File: config.mk
export PLATFORM = sky130hd
export DESIGN_NAME = log_segment_block_allocator_flat
export DESIGN_NICKNAME = d
export VERILOG_FILES = /design/src/design/lsba_pkg.sv /design/src/design/lsba_req_if.sv /design/src/design/lsba_rsp_if.sv /design/src/design/lsba_slot_unit.sv /design/src/design/log_segment_block_allocator.sv /design/src/flat_wrapper.sv
export SDC_FILE = /design/constraint.sdc
export NUM_CORES = 1
export LEC_CHECK = 0
export BUFFER_PORTS_ARGS = -buffer_cell sky130_fd_sc_hd__buf_4
export CORE_ASPECT_RATIO = 1.4
export CORE_MARGIN = 2
export CORE_UTILIZATION = 39
export DETAILED_ROUTE_END_ITERATION = 8
export GPL_ROUTABILITY_DRIVEN = 0
export GPL_TIMING_DRIVEN = 0
export PLACE_DENSITY = 0.66
export SYNTH_ARGS = -nofsm -noshare
export SYNTH_HDL_FRONTEND = slang
export SYNTH_SLANG_ARGS = --single-unit
export TNS_END_PERCENT = 30
File: constraint.sdc
create_clock -name clk -period 4.45 [get_ports clk]
set_clock_uncertainty 0.15 [all_clocks]
set_input_delay 0.2225 -clock clk [delete_from_list [all_inputs] [get_ports clk]]
set_output_delay 0.2225 -clock clk [all_outputs]
set_load 0.1 [all_outputs]
File: src/design/lsba_pkg.sv
// ----------------------------------------------------------------------------
// lsba_pkg
// Shared widths, codes and structs of the log segment block allocator.
// ----------------------------------------------------------------------------
package lsba_pkg;

  localparam int SLOTS_PER_SEGMENT_DEF = 31;
  localparam int SEGMENT_COUNT_DEF     = 64;

  // Widths of the transaction fields.
  localparam int SEG_FIELD_W  = 6;
  localparam int SLOT_FIELD_W = 5;
  // Internal slot index width, wide enough for the largest segment.
  localparam int SLOT_IDX_W   = 6;

  typedef enum logic [1:0] {
    STATUS_PLACED    = 2'd0,
    STATUS_REWRITTEN = 2'd1,
    STATUS_NO_SPACE  = 2'd2
  } status_t;

  typedef enum logic [1:0] {
    UNIT_NOP,
    UNIT_FIND,
    UNIT_APPLY
  } unit_op_t;

  typedef struct packed {
    unit_op_t                op;
    logic                    has_old;
    logic [SEG_FIELD_W-1:0]  old_segment;
    logic [SLOT_FIELD_W-1:0] old_slot;
  } unit_cmd_t;

  typedef struct packed {
    logic [SEG_FIELD_W-1:0] cur_seg;
    logic                   last;
    logic                   hit;
    logic                   found;
    logic [SLOT_IDX_W-1:0]  free_idx;
  } unit_res_t;

endpackage

File: src/design/lsba_req_if.sv
// ----------------------------------------------------------------------------
// lsba_req_if
// Request channel: one block placement per transaction.
// ----------------------------------------------------------------------------
interface lsba_req_if import lsba_pkg::*; ();
  logic                    valid;
  logic                    ready;
  logic                    has_old;
  logic [SEG_FIELD_W-1:0]  old_segment;
  logic [SLOT_FIELD_W-1:0] old_slot;

  modport source (output valid, has_old, old_segment, old_slot, input ready);
  modport sink   (input valid, has_old, old_segment, old_slot, output ready);
endinterface

File: src/design/lsba_rsp_if.sv
// ----------------------------------------------------------------------------
// lsba_rsp_if
// Response channel: one placement result per transaction.
// ----------------------------------------------------------------------------
interface lsba_rsp_if import lsba_pkg::*; ();
  logic                    valid;
  logic                    ready;
  status_t                 status;
  logic [SEG_FIELD_W-1:0]  block_segment;
  logic [SLOT_FIELD_W-1:0] block_slot;
  logic [SEG_FIELD_W-1:0]  summary_segment;
  logic [SLOT_FIELD_W-1:0] summary_slot;
  logic                    segment_switched;

  modport source (output valid, status, block_segment, block_slot, summary_segment,
                  summary_slot, segment_switched, input ready);
  modport sink   (input valid, status, block_segment, block_slot, summary_segment,
                  summary_slot, segment_switched, output ready);
endinterface

File: src/design/lsba_slot_unit.sv
// ----------------------------------------------------------------------------
// lsba_slot_unit
// Shared placement unit: holds the current segment's liveness row, finds the
// first free slot, and applies one placement, switch or flush per command.
// ----------------------------------------------------------------------------
module lsba_slot_unit import lsba_pkg::*; #(
  parameter int SLOTS_PER_SEGMENT = SLOTS_PER_SEGMENT_DEF,
  parameter int SEGMENT_COUNT     = SEGMENT_COUNT_DEF
) (
  input  logic      clk,
  input  logic      rst,
  input  unit_cmd_t cmd,
  output unit_res_t res
);

  localparam int SEG_W = $clog2(SEGMENT_COUNT);

  typedef enum logic [1:0] {
    LIVE_FREE      = 2'd0,
    LIVE_UNFLUSHED = 2'd1,
    LIVE_FLUSHED   = 2'd2
  } live_t;

  live_t                 row      [SLOTS_PER_SEGMENT];
  live_t                 row_next [SLOTS_PER_SEGMENT];
  logic [SEG_W-1:0]      cur;
  logic [SEG_W-1:0]      cur_next;
  logic [SEG_W-1:0]      cur_inc;
  logic                  last;
  logic                  hit;
  logic                  found;
  logic [SLOT_IDX_W-1:0] idx;
  logic                  hit_c;
  logic                  found_c;
  logic [SLOT_IDX_W-1:0] idx_c;
  logic                  old_here;
  logic                  old_in_next;

  assign cur_inc     = cur + 1'b1;
  assign last        = (cur == SEG_W'(SEGMENT_COUNT - 1));
  assign old_here    = cmd.has_old && (cmd.old_segment == SEG_FIELD_W'(cur));
  assign old_in_next = cmd.has_old && (cmd.old_segment == SEG_FIELD_W'(cur_inc));

  // Rewrite check and first-free search over the registered row.
  always_comb begin
    hit_c   = 1'b0;
    found_c = 1'b0;
    idx_c   = '0;
    for (int i = 0; i < SLOTS_PER_SEGMENT; i++) begin
      if (old_here && int'(cmd.old_slot) == i && row[i] == LIVE_UNFLUSHED) begin
        hit_c = 1'b1;
      end
    end
    for (int i = SLOTS_PER_SEGMENT - 1; i >= 0; i--) begin
      if (row[i] == LIVE_FREE) begin
        found_c = 1'b1;
        idx_c   = SLOT_IDX_W'(i);
      end
    end
  end

  // Placement: take the free slot, or move to a fresh segment, or flush when
  // the log is exhausted. The old home is freed after the new slot is taken.
  always_comb begin
    row_next = row;
    cur_next = cur;
    if (!hit) begin
      if (found) begin
        for (int i = 0; i < SLOTS_PER_SEGMENT; i++) begin
          if (SLOT_IDX_W'(i) == idx) begin
            row_next[i] = LIVE_UNFLUSHED;
          end
          if (old_here && int'(cmd.old_slot) == i) begin
            row_next[i] = LIVE_FREE;
          end
        end
      end else if (!last) begin
        cur_next = cur_inc;
        for (int i = 0; i < SLOTS_PER_SEGMENT; i++) begin
          row_next[i] = (i == 0) ? LIVE_UNFLUSHED : LIVE_FREE;
          if (old_in_next && int'(cmd.old_slot) == i) begin
            row_next[i] = LIVE_FREE;
          end
        end
      end else begin
        for (int i = 0; i < SLOTS_PER_SEGMENT; i++) begin
          if (row[i] == LIVE_UNFLUSHED) begin
            row_next[i] = LIVE_FLUSHED;
          end
        end
      end
    end
  end

  always_ff @(posedge clk) begin
    if (rst) begin
      for (int i = 0; i < SLOTS_PER_SEGMENT; i++) begin
        row[i] <= (i == 0) ? LIVE_UNFLUSHED : LIVE_FREE;
      end
      cur   <= '0;
      hit   <= 1'b0;
      found <= 1'b0;
      idx   <= '0;
    end else begin
      case (cmd.op)
        UNIT_FIND: begin
          hit   <= hit_c;
          found <= found_c;
          idx   <= idx_c;
        end
        UNIT_APPLY: begin
          row <= row_next;
          cur <= cur_next;
        end
        default: begin
        end
      endcase
    end
  end

  assign res.cur_seg  = SEG_FIELD_W'(cur);
  assign res.last     = last;
  assign res.hit      = hit;
  assign res.found    = found;
  assign res.free_idx = idx;

endmodule

File: src/design/log_segment_block_allocator.sv
// ----------------------------------------------------------------------------
// log_segment_block_allocator
// Places blocks and the summary block in a segmented log, one request at a time.
// ----------------------------------------------------------------------------
// Usage: a request transaction on req carries has_old, old_segment and
// old_slot; each one yields exactly one response transaction on rsp with the
// status, the block's new home, the summary location and a switch flag.
// Requests are taken one at a time: req.ready is high only while the
// sequencer is idle. A normal request runs accept, find and apply for the
// block, find and apply for the summary, then load the result before the
// next acceptance; a request that is rewritten in place, or whose block
// finds no segment left, skips the summary's find and apply, and a request
// that finds the log already out of space goes from accept straight to the
// result. The single shared placement unit needs a find step and an apply
// step for each placement.
// The response sits in an output register, so a new request is accepted
// while an earlier response waits; if the receiver still stalls when the
// next result is ready, the sequencer holds in its result state.
// Reset (synchronous, active high) restores segment 0 as the only used
// segment, with slot 0 live and holding the summary, clears the out of space
// flag and drops rsp.valid. No clearing pass is needed, because only the
// current segment's liveness row is ever consulted.
// ----------------------------------------------------------------------------
module log_segment_block_allocator import lsba_pkg::*; #(
  parameter int SLOTS_PER_SEGMENT = SLOTS_PER_SEGMENT_DEF,
  parameter int SEGMENT_COUNT     = SEGMENT_COUNT_DEF
) (
  input  logic        clk,
  input  logic        rst,
  lsba_req_if.sink    req,
  lsba_rsp_if.source  rsp
);

  // Limits for the range check on the old home.
  localparam logic [SEG_FIELD_W:0] SEG_LIMIT  = (SEG_FIELD_W + 1)'(SEGMENT_COUNT);
  localparam logic [SLOT_IDX_W:0]  SLOT_LIMIT = (SLOT_IDX_W + 1)'(SLOTS_PER_SEGMENT);

  typedef enum logic [2:0] {
    S_IDLE,
    S_BLK_FIND,
    S_BLK_APPLY,
    S_SUM_FIND,
    S_SUM_APPLY,
    S_RESULT
  } state_t;

  state_t                  st;
  logic                    has_old;
  logic [SEG_FIELD_W-1:0]  old_segment;
  logic [SLOT_FIELD_W-1:0] old_slot;
  logic [SEG_FIELD_W-1:0]  sum_seg;
  logic [SLOT_FIELD_W-1:0] sum_slot;
  logic                    oos;
  status_t                 res_status;
  logic [SEG_FIELD_W-1:0]  res_seg;
  logic [SLOT_FIELD_W-1:0] res_slot;
  logic                    res_switched;
  logic                    rsp_valid;
  status_t                 rsp_status;
  logic [SEG_FIELD_W-1:0]  rsp_seg;
  logic [SLOT_FIELD_W-1:0] rsp_slot;
  logic [SEG_FIELD_W-1:0]  rsp_sum_seg;
  logic [SLOT_FIELD_W-1:0] rsp_sum_slot;
  logic                    rsp_switched;
  logic                    old_ok;
  unit_cmd_t               ucmd;
  unit_res_t               ures;

  // An old home outside the log counts as no old home at all.
  assign old_ok = req.has_old &&
                  ({1'b0, req.old_segment} < SEG_LIMIT) &&
                  ({2'b00, req.old_slot} < SLOT_LIMIT);

  assign req.ready = (st == S_IDLE);

  // The block's own placement runs first; the summary block follows with its
  // current location as the old home, always through the same unit.
  always_comb begin
    ucmd.op          = UNIT_NOP;
    ucmd.has_old     = has_old;
    ucmd.old_segment = old_segment;
    ucmd.old_slot    = old_slot;
    case (st)
      S_BLK_FIND:  ucmd.op = UNIT_FIND;
      S_BLK_APPLY: ucmd.op = UNIT_APPLY;
      S_SUM_FIND,
      S_SUM_APPLY: begin
        ucmd.op          = (st == S_SUM_FIND) ? UNIT_FIND : UNIT_APPLY;
        ucmd.has_old     = 1'b1;
        ucmd.old_segment = sum_seg;
        ucmd.old_slot    = sum_slot;
      end
      default: begin
      end
    endcase
  end

  lsba_slot_unit #(
    .SLOTS_PER_SEGMENT (SLOTS_PER_SEGMENT),
    .SEGMENT_COUNT     (SEGMENT_COUNT)
  ) u_slot (
    .clk (clk),
    .rst (rst),
    .cmd (ucmd),
    .res (ures)
  );

  always_ff @(posedge clk) begin
    if (rst) begin
      st        <= S_IDLE;
      sum_seg   <= '0;
      sum_slot  <= '0;
      oos       <= 1'b0;
      rsp_valid <= 1'b0;
    end else begin
      // In the result state the load below decides rsp_valid on its own.
      if (rsp_valid && rsp.ready && st != S_RESULT) begin
        rsp_valid <= 1'b0;
      end
      case (st)
        S_IDLE: begin
          if (req.valid) begin
            has_old     <= old_ok;
            old_segment <= req.old_segment;
            old_slot    <= req.old_slot;
            if (oos) begin
              // Once the log is exhausted nothing changes until reset.
              res_status   <= STATUS_NO_SPACE;
              res_seg      <= '0;
              res_slot     <= '0;
              res_switched <= 1'b0;
              st           <= S_RESULT;
            end else begin
              st <= S_BLK_FIND;
            end
          end
        end
        S_BLK_FIND: st <= S_BLK_APPLY;
        S_BLK_APPLY: begin
          res_switched <= 1'b0;
          if (ures.hit) begin
            res_status <= STATUS_REWRITTEN;
            res_seg    <= old_segment;
            res_slot   <= old_slot;
            st         <= S_RESULT;
          end else if (ures.found) begin
            res_status <= STATUS_PLACED;
            res_seg    <= ures.cur_seg;
            res_slot   <= ures.free_idx[SLOT_FIELD_W-1:0];
            st         <= S_SUM_FIND;
          end else if (!ures.last) begin
            res_status   <= STATUS_PLACED;
            res_seg      <= ures.cur_seg + 1'b1;
            res_slot     <= '0;
            res_switched <= 1'b1;
            st           <= S_SUM_FIND;
          end else begin
            oos        <= 1'b1;
            res_status <= STATUS_NO_SPACE;
            res_seg    <= '0;
            res_slot   <= '0;
            st         <= S_RESULT;
          end
        end
        S_SUM_FIND: st <= S_SUM_APPLY;
        S_SUM_APPLY: begin
          // A summary rewritten in place keeps its location.
          if (!ures.hit) begin
            if (ures.found) begin
              sum_seg  <= ures.cur_seg;
              sum_slot <= ures.free_idx[SLOT_FIELD_W-1:0];
            end else if (!ures.last) begin
              sum_seg      <= ures.cur_seg + 1'b1;
              sum_slot     <= '0;
              res_switched <= 1'b1;
            end else begin
              // The block keeps its new home; only the summary found no room.
              oos        <= 1'b1;
              res_status <= STATUS_NO_SPACE;
            end
          end
          st <= S_RESULT;
        end
        S_RESULT: begin
          if (!rsp_valid || rsp.ready) begin
            rsp_valid    <= 1'b1;
            rsp_status   <= res_status;
            rsp_seg      <= res_seg;
            rsp_slot     <= res_slot;
            rsp_sum_seg  <= sum_seg;
            rsp_sum_slot <= sum_slot;
            rsp_switched <= res_switched;
            st           <= S_IDLE;
          end
        end
        default: st <= S_IDLE;
      endcase
    end
  end

  assign rsp.valid            = rsp_valid;
  assign rsp.status           = rsp_status;
  assign rsp.block_segment    = rsp_seg;
  assign rsp.block_slot       = rsp_slot;
  assign rsp.summary_segment  = rsp_sum_seg;
  assign rsp.summary_slot     = rsp_sum_slot;
  assign rsp.segment_switched = rsp_switched;

endmodule

File: src/flat_wrapper.sv
// flat-port wrapper written by rule: the top's interface ports become plain ports
module log_segment_block_allocator_flat import lsba_pkg::*;
#(
  parameter int SLOTS_PER_SEGMENT = SLOTS_PER_SEGMENT_DEF,
  parameter int SEGMENT_COUNT     = SEGMENT_COUNT_DEF
)
  (clk, rst, req_valid, req_has_old, req_old_segment, req_old_slot, req_ready, rsp_valid, rsp_status, rsp_block_segment, rsp_block_slot, rsp_summary_segment, rsp_summary_slot, rsp_segment_switched, rsp_ready);
  lsba_req_if req_i ();
  lsba_rsp_if rsp_i ();
  input  logic clk;
  input  logic rst;
  input wire logic [$bits(req_i.valid)-1:0] req_valid;
  input wire logic [$bits(req_i.has_old)-1:0] req_has_old;
  input wire logic [$bits(req_i.old_segment)-1:0] req_old_segment;
  input wire logic [$bits(req_i.old_slot)-1:0] req_old_slot;
  output wire logic [$bits(req_i.ready)-1:0] req_ready;
  output wire logic [$bits(rsp_i.valid)-1:0] rsp_valid;
  output wire logic [$bits(rsp_i.status)-1:0] rsp_status;
  output wire logic [$bits(rsp_i.block_segment)-1:0] rsp_block_segment;
  output wire logic [$bits(rsp_i.block_slot)-1:0] rsp_block_slot;
  output wire logic [$bits(rsp_i.summary_segment)-1:0] rsp_summary_segment;
  output wire logic [$bits(rsp_i.summary_slot)-1:0] rsp_summary_slot;
  output wire logic [$bits(rsp_i.segment_switched)-1:0] rsp_segment_switched;
  input wire logic [$bits(rsp_i.ready)-1:0] rsp_ready;
  assign req_i.valid = req_valid;
  assign req_i.has_old = req_has_old;
  assign req_i.old_segment = req_old_segment;
  assign req_i.old_slot = req_old_slot;
  assign req_ready = req_i.ready;
  assign rsp_valid = rsp_i.valid;
  assign rsp_status = rsp_i.status;
  assign rsp_block_segment = rsp_i.block_segment;
  assign rsp_block_slot = rsp_i.block_slot;
  assign rsp_summary_segment = rsp_i.summary_segment;
  assign rsp_summary_slot = rsp_i.summary_slot;
  assign rsp_segment_switched = rsp_i.segment_switched;
  assign rsp_i.ready = rsp_ready;
  log_segment_block_allocator #(.SLOTS_PER_SEGMENT(SLOTS_PER_SEGMENT), .SEGMENT_COUNT(SEGMENT_COUNT)) u_core (.clk(clk), .rst(rst), .req(req_i), .rsp(rsp_i));
endmodule
==> flow_summary.yaml, run 1 <==
die:
  die_h_um: 177.0
  die_w_um: 127.6
  dieArea_um2: 22590
  io_pins: 43
  initial_utilization_pct: 39.49
  coreArea_um2: 21130
  rows: 63
final_layout:
  multi_input_area_um2: 4601
  nets: 1099
  final_common_cell: "nor2_1"
  area_growth_pct: 17.58
  final_core_util_pct: 46.43
  regArea_um2: 3353
  insertedDiodeCount: 0
  fillers: 2061
  layout_common_cells: "nor2_1, nand2_1, dfxtp_1, a21oi_1, clkbuf_1"
  layout-drive-gt1-share_pct: 10.87
routing:
  viasPerCell: 6.597
  drt-pass1-iter-count: 7
  wl_mm: 32.96
  wire_per_inst_um: 24.32
  drtIter0Drc: 1237
  vias: 8939
  ant_nets: 0
  drc_errors: 0
worst_setup_path:
  critical_path_class: "reg2reg"
  reg2reg_depth: 10
  cp.arrival_ns: 4.43
  crit_fanout: 10
  crit_path_start_kind: "flip-flop"
  r2r-start: "u_core.st[0]"
  r2r_slack_ns: 0.17
  crit_path_max_incr_delay_ns: 0.90
  crit_slowest_cell: "a31oi_1"
  crit_path_frequent_cell: "buf_2"
  worstPathRequired_ns: 4.61
  path_cells: "buf_2 > buf_4 > nand3b_1 > nand2_2 > buf_2 > a31oi_1 > clkbuf_1 > o221ai_1 > o41ai_1 > a21oi_1"
  rr_endpoint: "u_core.u_slot.hit"
  end_kind: "flip-flop"
placed_design:
  place_hpwl_mm: 23.45
  pre_cts_slack_ns: 0.4778
  portBuffers: 42
status:
  status: "finished clean"
synthesis:
  syn_area_um2: 8342
  synth_flop_cell: "dfxtp_1"
  synth_warnings: 0
  synth-seq-area-share_pct: 40.20
  avgSynthCellArea_um2: 8.292
  synth_cell_types: 78
  synth_cells: 1006
  synth_async_sr_flop_share_pct: 0
  postSynthRegisterBits: 142
  synth_nets: 1023
  synth_edf_count: 51
power:
  peakVddDrop_v: 0.0003125
  p_int_w: 0.002615
  p_total_w: 0.003698
  pwr-share-comb_pct: 17.6
  p_leak_nw: 3.020
  p_per_area_nw_per_um2: 377.1
  power_frac_seq_pct: 38.0
  pwr-share-clk_pct: 44.4
  p_sw_w: 0.001084
  sw_frac_of_total_pct: 29.30
run:
  cap_viol_max_count: 0
hold_path:
  whs_path_depth: 3
  hold_path_end: "u_core.rsp.valid"
  hold_path_class: "in2reg"
  hp-start: "rsp_ready"
sta:
  setup_viol: 0
  final_hold_viol_count: 0
  period_share_pct: 96.07
  fin_hold_ws_ns: 0.01367
  tightest_slew_ns: 1.191
  max_slew_margin_pct: 20.26
  fin_ws_ns: 0.1749
  fmax_mhz: 233.9
  finalSetupTns_ns: 0
  rsz0062_at_grt: "no"
  period_needed_ns: 4.275
  finalMaxSlewViolations: 0
clock_network:
  insertion_delay_ns: 0.44
  cts_num_sinks: 142
  cts_tree: "built"
  htree_num_levels: 4
  cts_buffer_depth: 2
  cts_buffers: 17
  cts-root-buf: "clkbuf_16"
  path_clk_slew_ns: 0.06
global_route:
  grt_pass1_vias: 8655
  antenna_found_initial: 1
  grt.overflow.total: 0
  grt_first_pass_wirelength_mm: 49.20
  grt_max_degree: 17
  track_usage_pct: 29.07
[cell type report]
| cell class | instances | area share, % |
|---|---|---|
| clock inverter | 11 | 2.181 |
| timing repair buffer | 57 | 4.745 |
| multi-input combinational | 771 | 46.91 |
| buffer | 71 | 3.227 |
| sequential | 142 | 34.19 |
| tap | 260 | 3.317 |
| inverter | 22 | 0.8419 |
| clock buffer | 21 | 4.592 |
[power groups by stage]
stage               Combinational (W)  Clock (W)  Sequential, W
floorplan                    0.000389          0        0.00143
global placement             0.000601          0        0.00143
detailed placement           0.000607          0        0.00143
CTS                          0.000620    0.00165        0.00140
global route                 0.000677    0.00170        0.00141
finish                       0.000652    0.00164        0.00140
[sequential cells by signal (all words and copies together) (netlist names), 2 cells and up]
signal / cells
u_core.old_segment: 6
u_core.old_slot: 5
u_core.res_seg: 6
u_core.res_slot: 5
u_core.res_status: 2
u_core.rsp.block_segment: 6
u_core.rsp.block_slot: 5
u_core.rsp.status: 2
u_core.rsp.summary_segment: 6
u_core.rsp.summary_slot: 5
u_core.st: 3
u_core.sum_seg: 6
u_core.sum_slot: 5
u_core.u_slot.cur: 6
u_core.u_slot.idx: 5
u_core.u_slot.row: 62
[per-stage QoR]
stage | cell area, um2 | std cells
2_1_floorplan | 8342 | 1006
3_3_place_gp | 8982 | 1308
3_5_place_dp | 9024 | 1311
4_1_cts | 9808 | 1355
5_1_grt | 9808 | 1355
6_report | 9808 | 1355
[worst max-delay path by stage]
stage	startpoint	endpoint	slack (ns)	depth (start not counted)
2_1_floorplan	u_core.st[0]	u_core.rsp.block_segment[0]	1.06	5
3_3_place_gp	u_core.st[0]	u_core.rsp.summary_slot[3]	-0.06	5
3_5_place_dp	u_core.st[0]	u_core.u_slot.hit	0.48	10
4_1_cts	u_core.st[0]	u_core.u_slot.hit	0.45	10
5_1_grt	u_core.st[2]	u_core.u_slot.hit	0.18	10
6_report	u_core.st[0]	u_core.u_slot.hit	0.17	10
[critical path, delay by kind of cell, from the launching register on]
kind / cells / cell delay (ns)
and+or+nand+nor: 2 / 0.36
buffers and inverters: 4 / 1.29
AOI/OAI and AO/OA: 4 / 1.98
DFF: 1 / 0.36
[synthesized netlist by cell type, types with 5 or more instances]
cell type	number	share of area, %
o22ai_1	14	1.0
nor3_1	48	2.9
xnor2_1	10	1.0
a211oi_1	25	2.2
o21ai_0	37	2.2
a221oi_1	11	1.2
mux2_2	5	0.67
nor2b_1	18	1.3
nor4_1	8	0.60
o311ai_1	6	0.63
nand4_1	5	0.37
nand2_1	113	5.1
o211ai_1	9	0.81
nor2_1	117	5.3
mux2i_1	11	1.3
o221ai_1	7	0.73
a311oi_1	5	0.52
clkbuf_1	54	2.4
or4_1	5	0.45
nand3_1	36	2.2
a32o_1	6	0.72
a21oi_1	77	4.6
nor3_2	8	0.96
a31oi_1	26	1.9
nand2b_1	22	1.6
o32ai_1	9	0.95
a22oi_1	6	0.54
buf_6	5	0.67
o21a_1	19	1.7
nor3b_1	16	1.4
edfxtp_1	51	18
dfxtp_1	91	22
o31ai_1	11	0.99
a32oi_1	6	0.63
inv_1	22	0.99
buf_1	6	0.27
and2_1	5	0.37
[routing by layer]
layer	track usage [%]	vias up	routed length, um
met5	0	-	0
met4	25.64	0	3199
met3	6.318	248	3205
met2	47.82	665	15060
met1	31.23	4105	11500
li1	-	3921	-
[timing repair]
action,in CTS,in global routing
hold buffers,12,0
setup buffers,0,0
endpoints found under the hold margin,12,0
resized for setup,0,0
[logic make-up after synthesis]
kind of cell | after synthesis | share of synthesized area (%)
simple gates | 426 | 24.99
fa+ha+maj | 1 | 0.1500
compound gates | 316 | 26.62
buf+inv | 93 | 4.785
xor+xnor | 12 | 1.260
mux | 16 | 1.995
flops | 142 | 40.20
Power figures use the tool's default switching activity.
==> inputs of run 2 (changes only) <==
CORE_UTILIZATION = 30   (was 39)
PLACE_DENSITY = 0.56   (was 0.66)
==> flow_summary.yaml, run 2 (synthesis results as in run 1) <==
status:
  status: "finished clean"
final_layout:
  final_core_util_pct: 35.88
  largest_reg_flops: 62
  final_common_cell: "nor2_1"
  layout_common_cells: "nor2_1, nand2_1, dfxtp_1, a21oi_1, clkbuf_1"
  stdcell_count: 1465
  regMostFlops: "u_core.u_slot.row"
  layout-drive-gt1-share_pct: 11.14
  fillers: 2859
  area_growth_pct: 18.19
  insertedDiodeCount: 0
  nets: 1099
clock_network:
  htree_num_levels: 4
  cts_num_sinks: 142
  cts_tree: "built"
  cts_buffers: 17
  cts_buffer_depth: 2
  cts-root-buf: "clkbuf_16"
  path_clk_slew_ns: 0.06
  insertion_delay_ns: 0.44
  cts_setup_buffers: 0
worst_setup_path:
  cp.arrival_ns: 4.32
  critical_path_class: "reg2reg"
  crit_fanout: 10
  crit_path_start_kind: "flip-flop"
  worstPathRequired_ns: 4.61
  end_kind: "flip-flop"
sta:
  setup_viol: 0
  finalMaxSlewViolations: 0
  rsz0062_at_grt: "no"
  max_slew_margin_pct: 21.36
  period_share_pct: 93.51
  fmax_mhz: 240.3
  period_needed_ns: 4.161
  final_hold_viol_count: 0
  fin_ws_ns: 0.2889
  tightest_slew_ns: 1.175
power:
  p_sw_w: 0.001108
  peakVddDrop_v: 0.0002109
  p_total_w: 0.003481
  p_per_area_nw_per_um2: 353.1
  power_frac_seq_pct: 40.3
  sw_frac_of_total_pct: 31.83
  pwr-share-comb_pct: 19.0
  p_leak_nw: 2.976
  pwr-share-clk_pct: 40.7
  p_int_w: 0.002373
die:
  die_w_um: 144.9
  initial_utilization_pct: 30.36
  dieArea_um2: 29170
  io_pins: 43
  rows: 72
  coreArea_um2: 27480
  die_h_um: 201.3
routing:
  routed.top_layer: "met4"
  drt-pass1-iter-count: 6
  wl_mm: 34.37
  wl_met2_mm: 16.50
  vias: 8727
  drc_errors: 0
  drtIter0Drc: 1091
  m1WireLength_mm: 12.51
  viasPerCell: 5.957
  wl_met3_mm: 2.673
  ant_nets: 0
  wire_per_inst_um: 23.46
global_route:
  grt_max_degree: 17
  grt.overflow.total: 0
  track_usage_pct: 23.31
  grt_pass1_vias: 8492
  grt_first_pass_wirelength_mm: 51.77
  antenna_found_initial: 0
placed_design:
  portBuffers: 42
  placed_cells_incl_taps: 1421
  pre_cts_slack_ns: 0.3237
  place_hpwl_mm: 24.92
run:
  cap_viol_max_count: 0
hold_path:
  hold_path_class: "in2reg"
run 2: layout make-up:
cell class	count	area [um2]	area share, %
multi-input combinational	771	4607	46.73
sequential	142	3353	34.01
timing repair buffer	57	465.4	4.721
tap	370	462.9	4.695
clock buffer	18	429.2	4.353
buffer	71	316.6	3.211
clock inverter	14	142.6	1.447
inverter	22	82.58	0.8376
run 2: repair_timing:
action                                  in CTS  in global routing
resized for setup                            0                  1
endpoints found under the setup margin       0                  1
endpoints found under the hold margin       12                  0
hold buffers                                12                  0
run 2: per-layer routing:
metal / up-vias / GRT usage, %
li1: 3920 / -
met1: 4122 / 25.78
met2: 516 / 39.66
met3: 169 / 4.694
met4: 0 / 17.11
met5: - / 0
run 2: through the flow:
| step | hold WS, ns | TNS [ns] | cell area (um2) |
|---|---|---|---|
| 2_1_floorplan | 0.1714 | 0 | 8342 |
| 3_3_place_gp | 0.2508 | -4.980 | 9120 |
| 3_5_place_dp | 0.2520 | 0 | 9161 |
| 4_1_cts | 0.01576 | 0 | 9853 |
| 5_1_grt | 0.04716 | 0 | 9859 |
| 6_report | 0.02654 | 0 | 9859 |
run 2: worst max-delay path, cell delays in order (launching register included):
cell and delay (ns):
dfxtp_1 0.44, buf_2 0.28, buf_4 0.23, nand3b_1 0.21, nand2_2 0.26, mux2i_1 0.55, clkbuf_1 0.61, o41ai_1 0.25
a311oi_1 0.29, o211ai_1 0.22, o31ai_1 0.41, a21oi_1 0.12
run 2: worst paths after layout:
path         cells past startpoint                   end                  from  slack [ns]
max                             11     u_core.u_slot.hit          u_core.st[0]        0.29
min                              3      u_core.rsp.valid             rsp_ready        0.03
max reg2reg                     11     u_core.u_slot.hit          u_core.st[0]        0.29
min reg2reg                      0  u_core.rsp.status[0]  u_core.res_status[0]        0.27
run 2: power by group through the flow:
| stage | clock network, W | registers (W) | logic, W |
|---|---|---|---|
| floorplan | 0 | 0.00143 | 0.000389 |
| global placement | 0 | 0.00143 | 0.000622 |
| detailed placement | 0 | 0.00143 | 0.000622 |
| CTS | 0.00143 | 0.00140 | 0.000633 |
| global route | 0.00149 | 0.00141 | 0.000690 |
| finish | 0.00142 | 0.00140 | 0.000660 |
